**config.mk**
```make
export PLATFORM = sky130hd
export DESIGN_NAME = taylor_series_function_unit
export DESIGN_NICKNAME = d
export VERILOG_FILES = /design/src/tsfu_pkg.sv /design/src/taylor_series_function_unit.sv /design/src/tsfu_mul.sv /design/src/tsfu_div.sv /design/src/tsfu_dp.sv /design/src/tsfu_ctrl.sv
export SDC_FILE = /design/constraint.sdc
export NUM_CORES = 2
export LEC_CHECK = 0
export ABC_AREA = 1
export BUFFER_PORTS_ARGS = -buffer_cell sky130_fd_sc_hd__buf_2
export CAP_MARGIN = 20
export CORE_ASPECT_RATIO = 0.9
export CORE_MARGIN = 3
export CORE_UTILIZATION = 45
export DETAILED_ROUTE_END_ITERATION = 10
export GPL_TIMING_DRIVEN = 0
export PLACE_DENSITY = 0.66
export SYNTH_ARGS = -nofsm -noshare
export SYNTH_HDL_FRONTEND = slang
export SYNTH_SLANG_ARGS = --single-unit
```
**constraint.sdc**
```tcl
create_clock -name clk -period 26.8 [get_ports clk]
set_clock_uncertainty 0.2 [all_clocks]
set_input_delay 1.34 -clock clk [delete_from_list [all_inputs] [get_ports clk]]
set_output_delay 1.34 -clock clk [all_outputs]
set_load 0.05 [all_outputs]
```
**src/tsfu_pkg.sv**
```systemverilog
`timescale 1ns / 1ps

package tsfu_pkg;

	// fixed-point and range constants
	localparam int unsigned FRAC_BITS = 32;
	localparam logic [9:0] MAX_TERMS = 10'd1000;
	localparam logic [31:0] EPS_RESET = 32'd4295;
	localparam logic [49:0] PI_Q48 = 50'd884279719000798;
	localparam logic [47:0] PI_FIX = 48'(PI_Q48 >> (48 - FRAC_BITS));
	localparam logic [47:0] HALF_PI_FIX = PI_FIX >> 1;
	localparam logic [46:0] ONE_FIX = 47'(64'd1 << FRAC_BITS);
	localparam logic [31:0] ONE_Q24 = 32'h0100_0000;
	localparam logic [63:0] TWO_POW_56 = 64'h0100_0000_0000_0000;

	// function select codes
	typedef enum logic [1:0] {
		FUNC_SIN  = 2'd0,
		FUNC_COS  = 2'd1,
		FUNC_EXP  = 2'd2,
		FUNC_ACOT = 2'd3
	} func_t;

	// multiplier operand choice and product shift
	typedef enum logic [1:0] {
		MUL_T,
		MUL_M,
		MUL_K
	} mul_sel_t;

	typedef enum logic [1:0] {
		SH_0,
		SH_24,
		SH_32
	} sh_t;

	typedef enum logic {
		DIV_Y,
		DIV_T
	} div_sel_t;

	// controller states
	typedef enum logic [3:0] {
		S_IDLE,
		S_INIT,
		S_YDIV,
		S_FIRST,
		S_CHECK,
		S_MUL1,
		S_M2GO,
		S_MUL2,
		S_KGO,
		S_MUL3,
		S_DIVGO,
		S_DIV,
		S_FIX,
		S_DONE
	} state_t;

	// channel beats
	typedef struct packed {
		logic [1:0]         func_select;
		logic signed [31:0] x_value;
		logic [9:0]         term_limit;
	} tsfu_in_t;

	typedef struct packed {
		logic signed [47:0] result_value;
		logic [9:0]         term_count;
		logic               saturated;
	} tsfu_out_t;

	// controller to datapath
	typedef struct packed {
		logic     load;
		logic     first;
		logic     mul_go;
		mul_sel_t mul_sel;
		logic     take_mul;
		logic     d_load;
		logic     div_go;
		div_sel_t div_sel;
		logic     ydone;
		logic     acc;
		logic     fix;
		logic     out_load;
	} cmd_t;

	// datapath to controller
	typedef struct packed {
		func_t fsel;
		logic  big;
		logic  cont;
		logic  mul_done;
		logic  div_done;
		logic  out_free;
	} status_t;

endpackage

```
**src/taylor_series_function_unit.sv**
```systemverilog
`timescale 1ns / 1ps

// Taylor-series unit for sine, cosine, exponential and arc cotangent. One beat
// in gives one beat out. Each term is derived from the previous one with a
// 16x33 multiplier (two products for sine and cosine, one for exponential,
// three for arc cotangent) and a radix-2 divider; the divider dominates the
// cost of every term past the first. For arc cotangent with |x| > 1 a divide
// first forms 1/x. Summing stops at term_limit or once a term magnitude is
// at or below the epsilon register (units of 2^-32). A new beat is taken only
// once the previous one has reached the output register.

module taylor_series_function_unit
	import tsfu_pkg::*;
(
	input  logic        clk,
	input  logic        arst_n,
	input  logic        in_valid,
	output logic        in_stall,
	input  tsfu_in_t    in_data,
	output logic        out_valid,
	input  logic        out_stall,
	output tsfu_out_t   out_data,
	input  logic        cfg_wr_en,
	input  logic [31:0] cfg_wr_data
);

	cmd_t    cmd;
	status_t status;

	tsfu_ctrl u_ctrl (
		.clk      (clk),
		.arst_n   (arst_n),
		.in_valid (in_valid),
		.in_stall (in_stall),
		.status   (status),
		.cmd      (cmd)
	);

	tsfu_dp u_dp (
		.clk         (clk),
		.arst_n      (arst_n),
		.in_data     (in_data),
		.cfg_wr_en   (cfg_wr_en),
		.cfg_wr_data (cfg_wr_data),
		.cmd         (cmd),
		.status      (status),
		.out_stall   (out_stall),
		.out_valid   (out_valid),
		.out_data    (out_data)
	);

endmodule

```
**src/tsfu_mul.sv**
```systemverilog
`timescale 1ns / 1ps

module tsfu_mul
	import tsfu_pkg::*;
(
	input  logic        clk,
	input  logic        arst_n,
	input  logic        start,
	input  logic [63:0] a,
	input  logic [32:0] b,
	input  sh_t         sh,
	output logic        done,
	output logic [63:0] res,
	output logic        sat
);

	logic [63:0] a_q;
	logic [32:0] b_q;
	sh_t         sh_q;
	logic [96:0] acc_q;
	logic [1:0]  cnt_q;
	logic        busy_q;
	logic        done_q;
	logic [15:0] chunk;
	logic [48:0] pp;
	logic [96:0] pp_w;

	// one 16-bit slice of a per cycle
	assign chunk = a_q[{cnt_q, 4'b0000} +: 16];
	assign pp    = 49'(chunk) * 49'(b_q);
	assign pp_w  = 97'(pp) << {cnt_q, 4'b0000};

	// control
	always_ff @(posedge clk or negedge arst_n) begin
		if (!arst_n) begin
			busy_q <= 1'b0;
			done_q <= 1'b0;
			cnt_q  <= '0;
		end else begin
			done_q <= 1'b0;
			if (start) begin
				busy_q <= 1'b1;
				cnt_q  <= '0;
			end else if (busy_q) begin
				cnt_q <= cnt_q + 2'd1;
				if (cnt_q == 2'd3) begin
					busy_q <= 1'b0;
					done_q <= 1'b1;
				end
			end
		end
	end

	// operands and partial product sum
	always_ff @(posedge clk) begin
		if (start) begin
			a_q   <= a;
			b_q   <= b;
			sh_q  <= sh;
			acc_q <= '0;
		end else if (busy_q) begin
			acc_q <= acc_q + pp_w;
		end
	end

	// shifted product, all ones when it overflows 64 bits
	always_comb begin
		case (sh_q)
			SH_0: begin
				sat = |acc_q[96:64];
				res = acc_q[63:0];
			end
			SH_24: begin
				sat = |acc_q[96:88];
				res = acc_q[87:24];
			end
			SH_32: begin
				sat = acc_q[96];
				res = acc_q[95:32];
			end
			default: begin
				sat = 1'b0;
				res = acc_q[63:0];
			end
		endcase
		if (sat) begin
			res = '1;
		end
	end

	assign done = done_q;

endmodule

```
**src/tsfu_div.sv**
```systemverilog
`timescale 1ns / 1ps

module tsfu_div
	import tsfu_pkg::*;
(
	input  logic        clk,
	input  logic        arst_n,
	input  logic        start,
	input  logic [63:0] dividend,
	input  logic [31:0] divisor,
	output logic        done,
	output logic [63:0] quot
);

	logic [63:0] quo_q;
	logic [31:0] rem_q;
	logic [31:0] div_q;
	logic [5:0]  cnt_q;
	logic        busy_q;
	logic        done_q;
	logic [32:0] trial;
	logic [32:0] diff;
	logic        ge;

	// one quotient bit per cycle, restoring
	assign trial = {rem_q, quo_q[63]};
	assign ge    = trial >= {1'b0, div_q};
	assign diff  = trial - {1'b0, div_q};

	always_ff @(posedge clk or negedge arst_n) begin
		if (!arst_n) begin
			busy_q <= 1'b0;
			done_q <= 1'b0;
			cnt_q  <= '0;
		end else begin
			done_q <= 1'b0;
			if (start) begin
				busy_q <= 1'b1;
				cnt_q  <= '0;
			end else if (busy_q) begin
				cnt_q <= cnt_q + 6'd1;
				if (cnt_q == 6'd63) begin
					busy_q <= 1'b0;
					done_q <= 1'b1;
				end
			end
		end
	end

	always_ff @(posedge clk) begin
		if (start) begin
			quo_q <= dividend;
			rem_q <= '0;
			div_q <= divisor;
		end else if (busy_q) begin
			quo_q <= {quo_q[62:0], ge};
			rem_q <= ge ? diff[31:0] : trial[31:0];
		end
	end

	assign done = done_q;
	assign quot = quo_q;

endmodule

```
**src/tsfu_dp.sv**
```systemverilog
`timescale 1ns / 1ps

module tsfu_dp
	import tsfu_pkg::*;
(
	input  logic      clk,
	input  logic      arst_n,
	input  tsfu_in_t  in_data,
	input  logic      cfg_wr_en,
	input  logic [31:0] cfg_wr_data,
	input  cmd_t      cmd,
	output status_t   status,
	input  logic      out_stall,
	output logic      out_valid,
	output tsfu_out_t out_data
);

	logic [31:0]        eps_q;
	func_t              fsel_q;
	logic               xneg_q;
	logic [31:0]        xmag_q;
	logic [9:0]         limit_q;
	logic [32:0]        ymag_q;
	logic [46:0]        tmag_q;
	logic               tneg_q;
	logic signed [47:0] sum_q;
	logic [9:0]         iter_q;
	logic               sat_q;
	logic [63:0]        m_q;
	logic [21:0]        d_q;
	logic               out_valid_q;
	tsfu_out_t          out_q;

	logic [31:0]        in_xr;
	logic [31:0]        in_xmag;
	logic [9:0]         in_limit;
	logic               big;
	logic [10:0]        i2;
	logic [10:0]        odd;
	logic [21:0]        d_next;
	logic [63:0]        mul_a;
	logic [32:0]        mul_b;
	sh_t                mul_sh;
	logic               mul_done;
	logic [63:0]        mul_res;
	logic               mul_sat;
	logic [63:0]        div_n;
	logic [31:0]        div_d;
	logic               div_done;
	logic [63:0]        quot;
	logic               q_big;
	logic [46:0]        t_next;
	logic               tneg_next;
	logic signed [48:0] sum_w;
	logic signed [48:0] t_w;
	logic signed [48:0] acc_w;
	logic               acc_ovf;
	logic signed [48:0] fix_w;
	logic [46:0]        t_first;
	logic               tneg_first;

	// argument magnitude and clamped limit
	assign in_xr   = in_data.x_value;
	assign in_xmag = in_xr[31] ? (~in_xr + 32'd1) : in_xr;
	always_comb begin
		in_limit = in_data.term_limit;
		if (in_limit == 10'd0) begin
			in_limit = 10'd1;
		end else if (in_limit > MAX_TERMS) begin
			in_limit = MAX_TERMS;
		end
	end

	assign big = xmag_q > ONE_Q24;

	// divisor for the next term
	assign i2  = {iter_q, 1'b0};
	assign odd = i2 - 11'd1;
	always_comb begin
		case (fsel_q)
			FUNC_SIN:  d_next = 22'(i2) * 22'(i2 + 11'd1);
			FUNC_COS:  d_next = 22'(odd) * 22'(i2);
			FUNC_EXP:  d_next = 22'(iter_q);
			FUNC_ACOT: d_next = 22'(i2 + 11'd1);
			default:   d_next = 22'(iter_q);
		endcase
	end

	// multiplier operands
	always_comb begin
		case (cmd.mul_sel)
			MUL_T: begin
				mul_a = 64'(tmag_q);
				mul_b = (fsel_q == FUNC_ACOT) ? ymag_q : 33'(xmag_q);
				mul_sh = (fsel_q == FUNC_ACOT) ? SH_32 : SH_24;
			end
			MUL_M: begin
				mul_a = m_q;
				mul_b = (fsel_q == FUNC_ACOT) ? ymag_q : 33'(xmag_q);
				mul_sh = (fsel_q == FUNC_ACOT) ? SH_32 : SH_24;
			end
			MUL_K: begin
				mul_a = m_q;
				mul_b = 33'(odd);
				mul_sh = SH_0;
			end
			default: begin
				mul_a = m_q;
				mul_b = '0;
				mul_sh = SH_0;
			end
		endcase
	end

	tsfu_mul u_mul (
		.clk    (clk),
		.arst_n (arst_n),
		.start  (cmd.mul_go),
		.a      (mul_a),
		.b      (mul_b),
		.sh     (mul_sh),
		.done   (mul_done),
		.res    (mul_res),
		.sat    (mul_sat)
	);

	// divider operands
	assign div_n = (cmd.div_sel == DIV_Y) ? TWO_POW_56 : m_q;
	assign div_d = (cmd.div_sel == DIV_Y) ? xmag_q : 32'(d_q);

	tsfu_div u_div (
		.clk      (clk),
		.arst_n   (arst_n),
		.start    (cmd.div_go),
		.dividend (div_n),
		.divisor  (div_d),
		.done     (div_done),
		.quot     (quot)
	);

	// first term
	always_comb begin
		case (fsel_q)
			FUNC_SIN: begin
				t_first    = 47'(64'(xmag_q) << (FRAC_BITS - 24));
				tneg_first = xneg_q;
			end
			FUNC_ACOT: begin
				t_first    = 47'(ymag_q);
				tneg_first = xneg_q;
			end
			default: begin
				t_first    = ONE_FIX;
				tneg_first = 1'b0;
			end
		endcase
	end

	// term clamp and accumulation
	assign q_big     = |quot[63:47];
	assign t_next    = q_big ? '1 : quot[46:0];
	assign tneg_next = (fsel_q == FUNC_EXP) ? (tneg_q ^ xneg_q) : ~tneg_q;
	assign sum_w     = {sum_q[47], sum_q};
	assign t_w       = {2'b00, t_next};
	assign acc_w     = tneg_next ? (sum_w - t_w) : (sum_w + t_w);
	assign acc_ovf   = acc_w[48] != acc_w[47];

	// arc cotangent correction
	always_comb begin
		fix_w = sum_w;
		if (fsel_q == FUNC_ACOT) begin
			if (!big) begin
				fix_w = $signed({1'b0, HALF_PI_FIX}) - sum_w;
			end else if (xneg_q) begin
				fix_w = sum_w + $signed({1'b0, PI_FIX});
			end
		end
	end

	// configuration register
	always_ff @(posedge clk or negedge arst_n) begin
		if (!arst_n) begin
			eps_q <= EPS_RESET;
		end else if (cfg_wr_en) begin
			eps_q <= cfg_wr_data;
		end
	end

	// working registers
	always_ff @(posedge clk) begin
		if (cmd.load) begin
			fsel_q  <= func_t'(in_data.func_select);
			xneg_q  <= in_xr[31];
			xmag_q  <= in_xmag;
			limit_q <= in_limit;
			ymag_q  <= 33'({in_xmag, 8'h00});
			sat_q   <= 1'b0;
		end
		if (cmd.ydone) begin
			ymag_q <= quot[32:0];
		end
		if (cmd.first) begin
			tmag_q <= t_first;
			tneg_q <= tneg_first;
			sum_q  <= tneg_first ? -$signed({1'b0, t_first}) : $signed({1'b0, t_first});
			iter_q <= 10'd1;
		end
		if (cmd.d_load) begin
			d_q <= d_next;
		end
		if (cmd.take_mul) begin
			m_q <= mul_res;
			if (mul_sat) begin
				sat_q <= 1'b1;
			end
		end
		if (cmd.acc) begin
			tmag_q <= t_next;
			tneg_q <= tneg_next;
			iter_q <= iter_q + 10'd1;
			if (acc_ovf) begin
				sum_q <= acc_w[48] ? {1'b1, 47'd0} : {1'b0, {47{1'b1}}};
			end else begin
				sum_q <= acc_w[47:0];
			end
			if (acc_ovf || q_big) begin
				sat_q <= 1'b1;
			end
		end
		if (cmd.fix) begin
			if (fix_w[48] != fix_w[47]) begin
				sum_q <= fix_w[48] ? {1'b1, 47'd0} : {1'b0, {47{1'b1}}};
				sat_q <= 1'b1;
			end else begin
				sum_q <= fix_w[47:0];
			end
		end
	end

	// output register
	always_ff @(posedge clk or negedge arst_n) begin
		if (!arst_n) begin
			out_valid_q <= 1'b0;
		end else if (cmd.out_load) begin
			out_valid_q <= 1'b1;
		end else if (!out_stall) begin
			out_valid_q <= 1'b0;
		end
	end

	always_ff @(posedge clk) begin
		if (cmd.out_load) begin
			out_q.result_value <= sum_q;
			out_q.term_count   <= iter_q;
			out_q.saturated    <= sat_q;
		end
	end

	assign out_valid = out_valid_q;
	assign out_data  = out_q;

	// status
	assign status.fsel     = fsel_q;
	assign status.big      = big;
	assign status.cont     = (iter_q < limit_q) && (tmag_q > 47'(eps_q));
	assign status.mul_done = mul_done;
	assign status.div_done = div_done;
	assign status.out_free = !out_valid_q || !out_stall;

endmodule

```
**src/tsfu_ctrl.sv**
```systemverilog
`timescale 1ns / 1ps

module tsfu_ctrl
	import tsfu_pkg::*;
(
	input  logic    clk,
	input  logic    arst_n,
	input  logic    in_valid,
	output logic    in_stall,
	input  status_t status,
	output cmd_t    cmd
);

	state_t state_q;
	state_t state_next;

	always_ff @(posedge clk or negedge arst_n) begin
		if (!arst_n) begin
			state_q <= S_IDLE;
		end else begin
			state_q <= state_next;
		end
	end

	// next state
	always_comb begin
		state_next = state_q;
		unique case (state_q)
			S_IDLE:  if (in_valid) state_next = S_INIT;
			S_INIT: begin
				if (status.fsel == FUNC_ACOT && status.big) begin
					state_next = S_YDIV;
				end else begin
					state_next = S_FIRST;
				end
			end
			S_YDIV:  if (status.div_done) state_next = S_FIRST;
			S_FIRST: state_next = S_CHECK;
			S_CHECK: state_next = status.cont ? S_MUL1 : S_FIX;
			S_MUL1: begin
				if (status.mul_done) begin
					state_next = (status.fsel == FUNC_EXP) ? S_DIVGO : S_M2GO;
				end
			end
			S_M2GO:  state_next = S_MUL2;
			S_MUL2: begin
				if (status.mul_done) begin
					state_next = (status.fsel == FUNC_ACOT) ? S_KGO : S_DIVGO;
				end
			end
			S_KGO:   state_next = S_MUL3;
			S_MUL3:  if (status.mul_done) state_next = S_DIVGO;
			S_DIVGO: state_next = S_DIV;
			S_DIV:   if (status.div_done) state_next = S_CHECK;
			S_FIX:   state_next = S_DONE;
			S_DONE:  if (status.out_free) state_next = S_IDLE;
			default: state_next = S_IDLE;
		endcase
	end

	// commands
	always_comb begin
		cmd         = '0;
		cmd.mul_sel = MUL_T;
		cmd.div_sel = DIV_T;
		in_stall    = 1'b1;
		unique case (state_q)
			S_IDLE: begin
				in_stall = 1'b0;
				cmd.load = in_valid;
			end
			S_INIT: begin
				if (status.fsel == FUNC_ACOT && status.big) begin
					cmd.div_go  = 1'b1;
					cmd.div_sel = DIV_Y;
				end
			end
			S_YDIV: begin
				cmd.div_sel = DIV_Y;
				cmd.ydone   = status.div_done;
			end
			S_FIRST: cmd.first = 1'b1;
			S_CHECK: begin
				cmd.mul_go = status.cont;
				cmd.d_load = status.cont;
			end
			S_MUL1:  cmd.take_mul = status.mul_done;
			S_M2GO: begin
				cmd.mul_go  = 1'b1;
				cmd.mul_sel = MUL_M;
			end
			S_MUL2:  cmd.take_mul = status.mul_done;
			S_KGO: begin
				cmd.mul_go  = 1'b1;
				cmd.mul_sel = MUL_K;
			end
			S_MUL3:  cmd.take_mul = status.mul_done;
			S_DIVGO: cmd.div_go = 1'b1;
			S_DIV:   cmd.acc = status.div_done;
			S_FIX:   cmd.fix = 1'b1;
			S_DONE:  cmd.out_load = status.out_free;
			default: ;
		endcase
	end

	// multiplier finishes only while a multiply is awaited
	a_mul_done: assert property (@(posedge clk) disable iff (!arst_n)
		status.mul_done |-> (state_q == S_MUL1 || state_q == S_MUL2 || state_q == S_MUL3))
		else $error("multiplier done outside a multiply wait");

	// divider finishes only while a divide is awaited
	a_div_done: assert property (@(posedge clk) disable iff (!arst_n)
		status.div_done |-> (state_q == S_YDIV || state_q == S_DIV))
		else $error("divider done outside a divide wait");

	// an accepted beat starts the setup step
	a_accept: assert property (@(posedge clk) disable iff (!arst_n)
		(in_valid && !in_stall) |=> state_q == S_INIT)
		else $error("accepted beat did not start setup");

	// exhausted series goes to the final correction
	a_stop: assert property (@(posedge clk) disable iff (!arst_n)
		(state_q == S_CHECK && !status.cont) |=> state_q == S_FIX)
		else $error("series end did not reach correction");

endmodule

```
==> reports/summary.txt <==
Hold depth: 0
Post-synth ARST share: 6.97%
CTS Buf Count: 85
CTS max path bufs: 3
Nets: 11400
Worst Path Arrival: 13.42 ns
RSZ-0062 raised after global routing: false
Min-delay src: u_dp.sat_q
Min-Delay Path Class: flip-flop to flip-flop
DIE WIDTH: 434 um
DRC: 0
PortBufs: 140
Final ANT Viol Nets: 0
Post-synthesis sequential area ratio: 26.4%
CP Data Required Time: 27.23 ns
Pin count of the biggest net entering global routing: 59
R2R cell count: 36
Compound-gate portion of the synthesized area: 13.1%
Initial core utilization: 45.5%
Area growth from synthesis to layout: 8.98%
Number of synthesized flops with an enable pin: 524
Core box area: 0.163 mm2
Per-cell routed wire length: 26.5 um
Vias in the first global route: 68600
FMAX: 77.0 MHz
Post-CTS sizing: 0
Postcts setup bufs: 0
Drt pass-1 iters: 8
Total track usage: 38.5%
Period minus WS final: 12.99 ns
Num Clock Sinks: 703
Startpoint types: flip-flop
Setup TNS Final: 0 ns
Simple-Gate Fraction of Synth Area: 23.7%
Layout cells sized above 1: 4.29%
Clock Pin Slew Worst Setup and Hold Paths: 0.07 ns
FP Rows: 140
Slowest CP cell: o21ai_0
TritonCTS clock tree: built
GR Overflow Total: 0
Max-slew violation count: 0
Synth Area in XOR/XNOR: 3.31%
Yosys warning count: 0
IO Pins: 142
Worst Path Max Fanout: 10
Origin of the critical flop-to-flop path: u_dp.u_mul.cnt_q[1]
Max incr delay on CP: 1.00 ns
Die area: 0.170 mm2
Cells after synthesis: 10100
Main combinational cell family by area after synthesis: simple AND/OR/NAND/NOR gates
Fin crit share: 48.5%
Worst hold endpoint: u_dp.out_data[0]
CTS root buf: clkbuf_16
Flops & latches, synth: 703
Final Wtd Congestion: 1.12
Outcome: finished clean
Adder-cell share of the synthesized area: 23.0%
Critical path class: flip-flop to flip-flop
Worst setup EP type: flip-flop
Routed WL: 332000 um
Initial antenna violation count: 34
R2r setup slk: 13.81 ns
Final hold vios: 0
Slew margin rel.: 8.57%
Cell Area, Synth: 0.0741 mm2
First DRT Iteration DRCs: 9768
Global-route wire length before repair: 473000 um
Post-synthesis mux area share: 0.0693%
Hpwl dp: 280000 um
Slew at the pin with the worst max-slew slack: 1.37 ns
H-tree depth: 3
Clk Latency, worst-skew pair: 0.73 ns
R2r endpoint: u_dp.u_mul.acc_q[92]
Final Setup Violations: 0
Mapped Avg Cell Area: 7.36 um2
Hold-fix buffers, CTS: 0
Hold WS: 0.261 ns
Syn_nets: 11200
Vias/cell: 5.85
Main synth FF type: edfxtp_1
Post-synth cell types: 65
Die Y: 391 um
DR vias: 73300
Max Cap Viol: 0
worst max-delay path: cells and delay by family, from the launching register on:
kind	cells	cell delay [ns]
AO/OA/AOI/OAI	6	3.06
XOR/XNOR	2	0.41
adder cells (fa/ha/maj)	8	4.01
buffers and inverters	7	1.96
flip-flops	1	0.38
AND/OR/NAND/NOR	13	2.84
sequential cells by signal, indices dropped and copies added (netlist names), 22 cells and up:
| signal | cells |
|---|---|
| u_dp.u_div.quot | 64 |
| u_dp.u_mul.acc_q | 97 |
| u_dp.d_q | 22 |
| u_dp.eps_q | 32 |
| u_dp.u_div.div_q | 32 |
| u_dp.sum_q | 48 |
| u_dp.ymag_q | 33 |
| u_dp.xmag_q | 32 |
| u_dp.tmag_q | 47 |
| u_dp.u_mul.b_q | 33 |
| u_dp.u_div.rem_q | 32 |
| u_dp.u_mul.a_q | 64 |
| u_dp.out_data | 59 |
| u_dp.m_q | 64 |
kinds of logic (layout without fill, tap and decap cells):
logic type | after synthesis | count (layout)
AND/OR/NAND/NOR | 4272 | 4272
buffers and inverters | 2011 | 2330
AO/OA/AOI/OAI | 1763 | 1763
adder cells (fa/ha/maj) | 1029 | 1029
flip-flops | 703 | 703
XOR/XNOR | 280 | 280
multiplexers | 5 | 5
other | 0 | 13
routing by layer:
| layer | vias up | track usage (%) | routed length [um] |
|---|---|---|---|
| met5 | - | 0 | 128 |
| met4 | 22 | 11.4 | 10400 |
| met3 | 534 | 11.7 | 41700 |
| met2 | 4057 | 52.9 | 132000 |
| met1 | 35600 | 57.3 | 147000 |
| li1 | 33000 | - | - |
final cells by class:
cell class,instances,area (um2)
repair buffers,161,1000
well taps,2130,2670
fillers,16400,82000
plain buffers,360,1500
inverters,1651,6200
clock inverters,46,561
multi-input cells,7349,46900
diodes,13,32.5
flip-flops and latches,703,19600
clock buffers,112,2340
metrics by stage:
step	worst slack [ns]	instance area (um2)	utilization (%)	std cells
4_1_cts	14.29	80600	49.5	12500
2_1_floorplan	18.05	74100	-	10100
5_1_grt	13.48	80700	49.6	12500
6_report	13.81	80700	49.6	12500
3_3_place_gp	14.39	77400	47.6	12300
3_5_place_dp	14.39	77700	47.8	12300
synth_stat cells, types with 17 or more instances:
library cell	n	area, um2
nor4_1	58	363
clkinv_1	24	90.1
dfxtp_1	130	2600
clkbuf_1	289	1080
buf_1	36	135
nor2_2	31	194
or2_2	43	269
o211ai_1	34	255
nand3_1	454	2270
xnor2_1	101	885
edfxtp_1	524	15700
nand3b_1	23	173
nand2_1	2183	8190
a21oi_1	587	2940
o21a_1	31	233
nand4_1	96	601
nor3_1	96	480
fa_1	558	11200
ha_1	471	5890
a21boi_0	22	165
nor2_1	1251	4700
dfrtp_1	43	1080
xor2_1	179	1570
a211oi_1	30	225
o21bai_1	37	278
inv_1	1625	6100
o22ai_1	64	400
a31oi_1	41	257
buf_2	19	95.1
o21ai_0	797	3990
a21o_1	33	248
o221ai_1	17	149
how the worst max path moves through the flow:
stage / start / endpoint / slack [ns] / cells past startpoint
finish: u_dp.u_mul.cnt_q[1] / u_dp.u_mul.acc_q[92] / 13.81 / 36
global route: u_dp.u_mul.cnt_q[1] / u_dp.u_mul.acc_q[73] / 13.48 / 47
CTS: u_dp.u_mul.cnt_q[1] / u_dp.u_mul.acc_q[83] / 14.29 / 45
detailed placement: u_dp.u_mul.cnt_q[1] / u_dp.u_mul.acc_q[83] / 14.39 / 45
global placement: u_dp.u_mul.cnt_q[1] / u_dp.u_mul.acc_q[76] / 14.39 / 41
floorplan: u_dp.u_mul.cnt_q[1] / u_dp.u_mul.acc_q[80] / 18.05 / 45
placed cells by master, fill, tap and decap left out, types with 12 or more instances in the layout:
cell / n
xnor2_1: 101
a21boi_0: 22
edfxtp_1: 524
o211ai_1: 34
nand4_1: 96
clkinv_1: 29
clkinv_2: 12
o31ai_1: 13
fa_1: 558
nand3b_1: 23
o21a_1: 31
a31oi_1: 41
a21o_1: 33
nand3_1: 454
ha_1: 471
o21bai_1: 37
nor2_1: 1249
nand2_1: 2182
xor2_1: 179
buf_2: 159
dfxtp_1: 130
or2_2: 43
o22ai_1: 64
diode_2: 13
o221ai_1: 17
a21oi_1: 586
clkbuf_16: 87
a211oi_1: 30
nor4_1: 58
inv_1: 1623
buf_1: 37
nor3_1: 96
a22oi_1: 15
o21ai_0: 795
clkbuf_1: 305
dfrtp_1: 43
nor2_2: 31
Power is not shown: default switching activity piles up to over one toggle a cycle in this logic, so the estimate is an artifact.
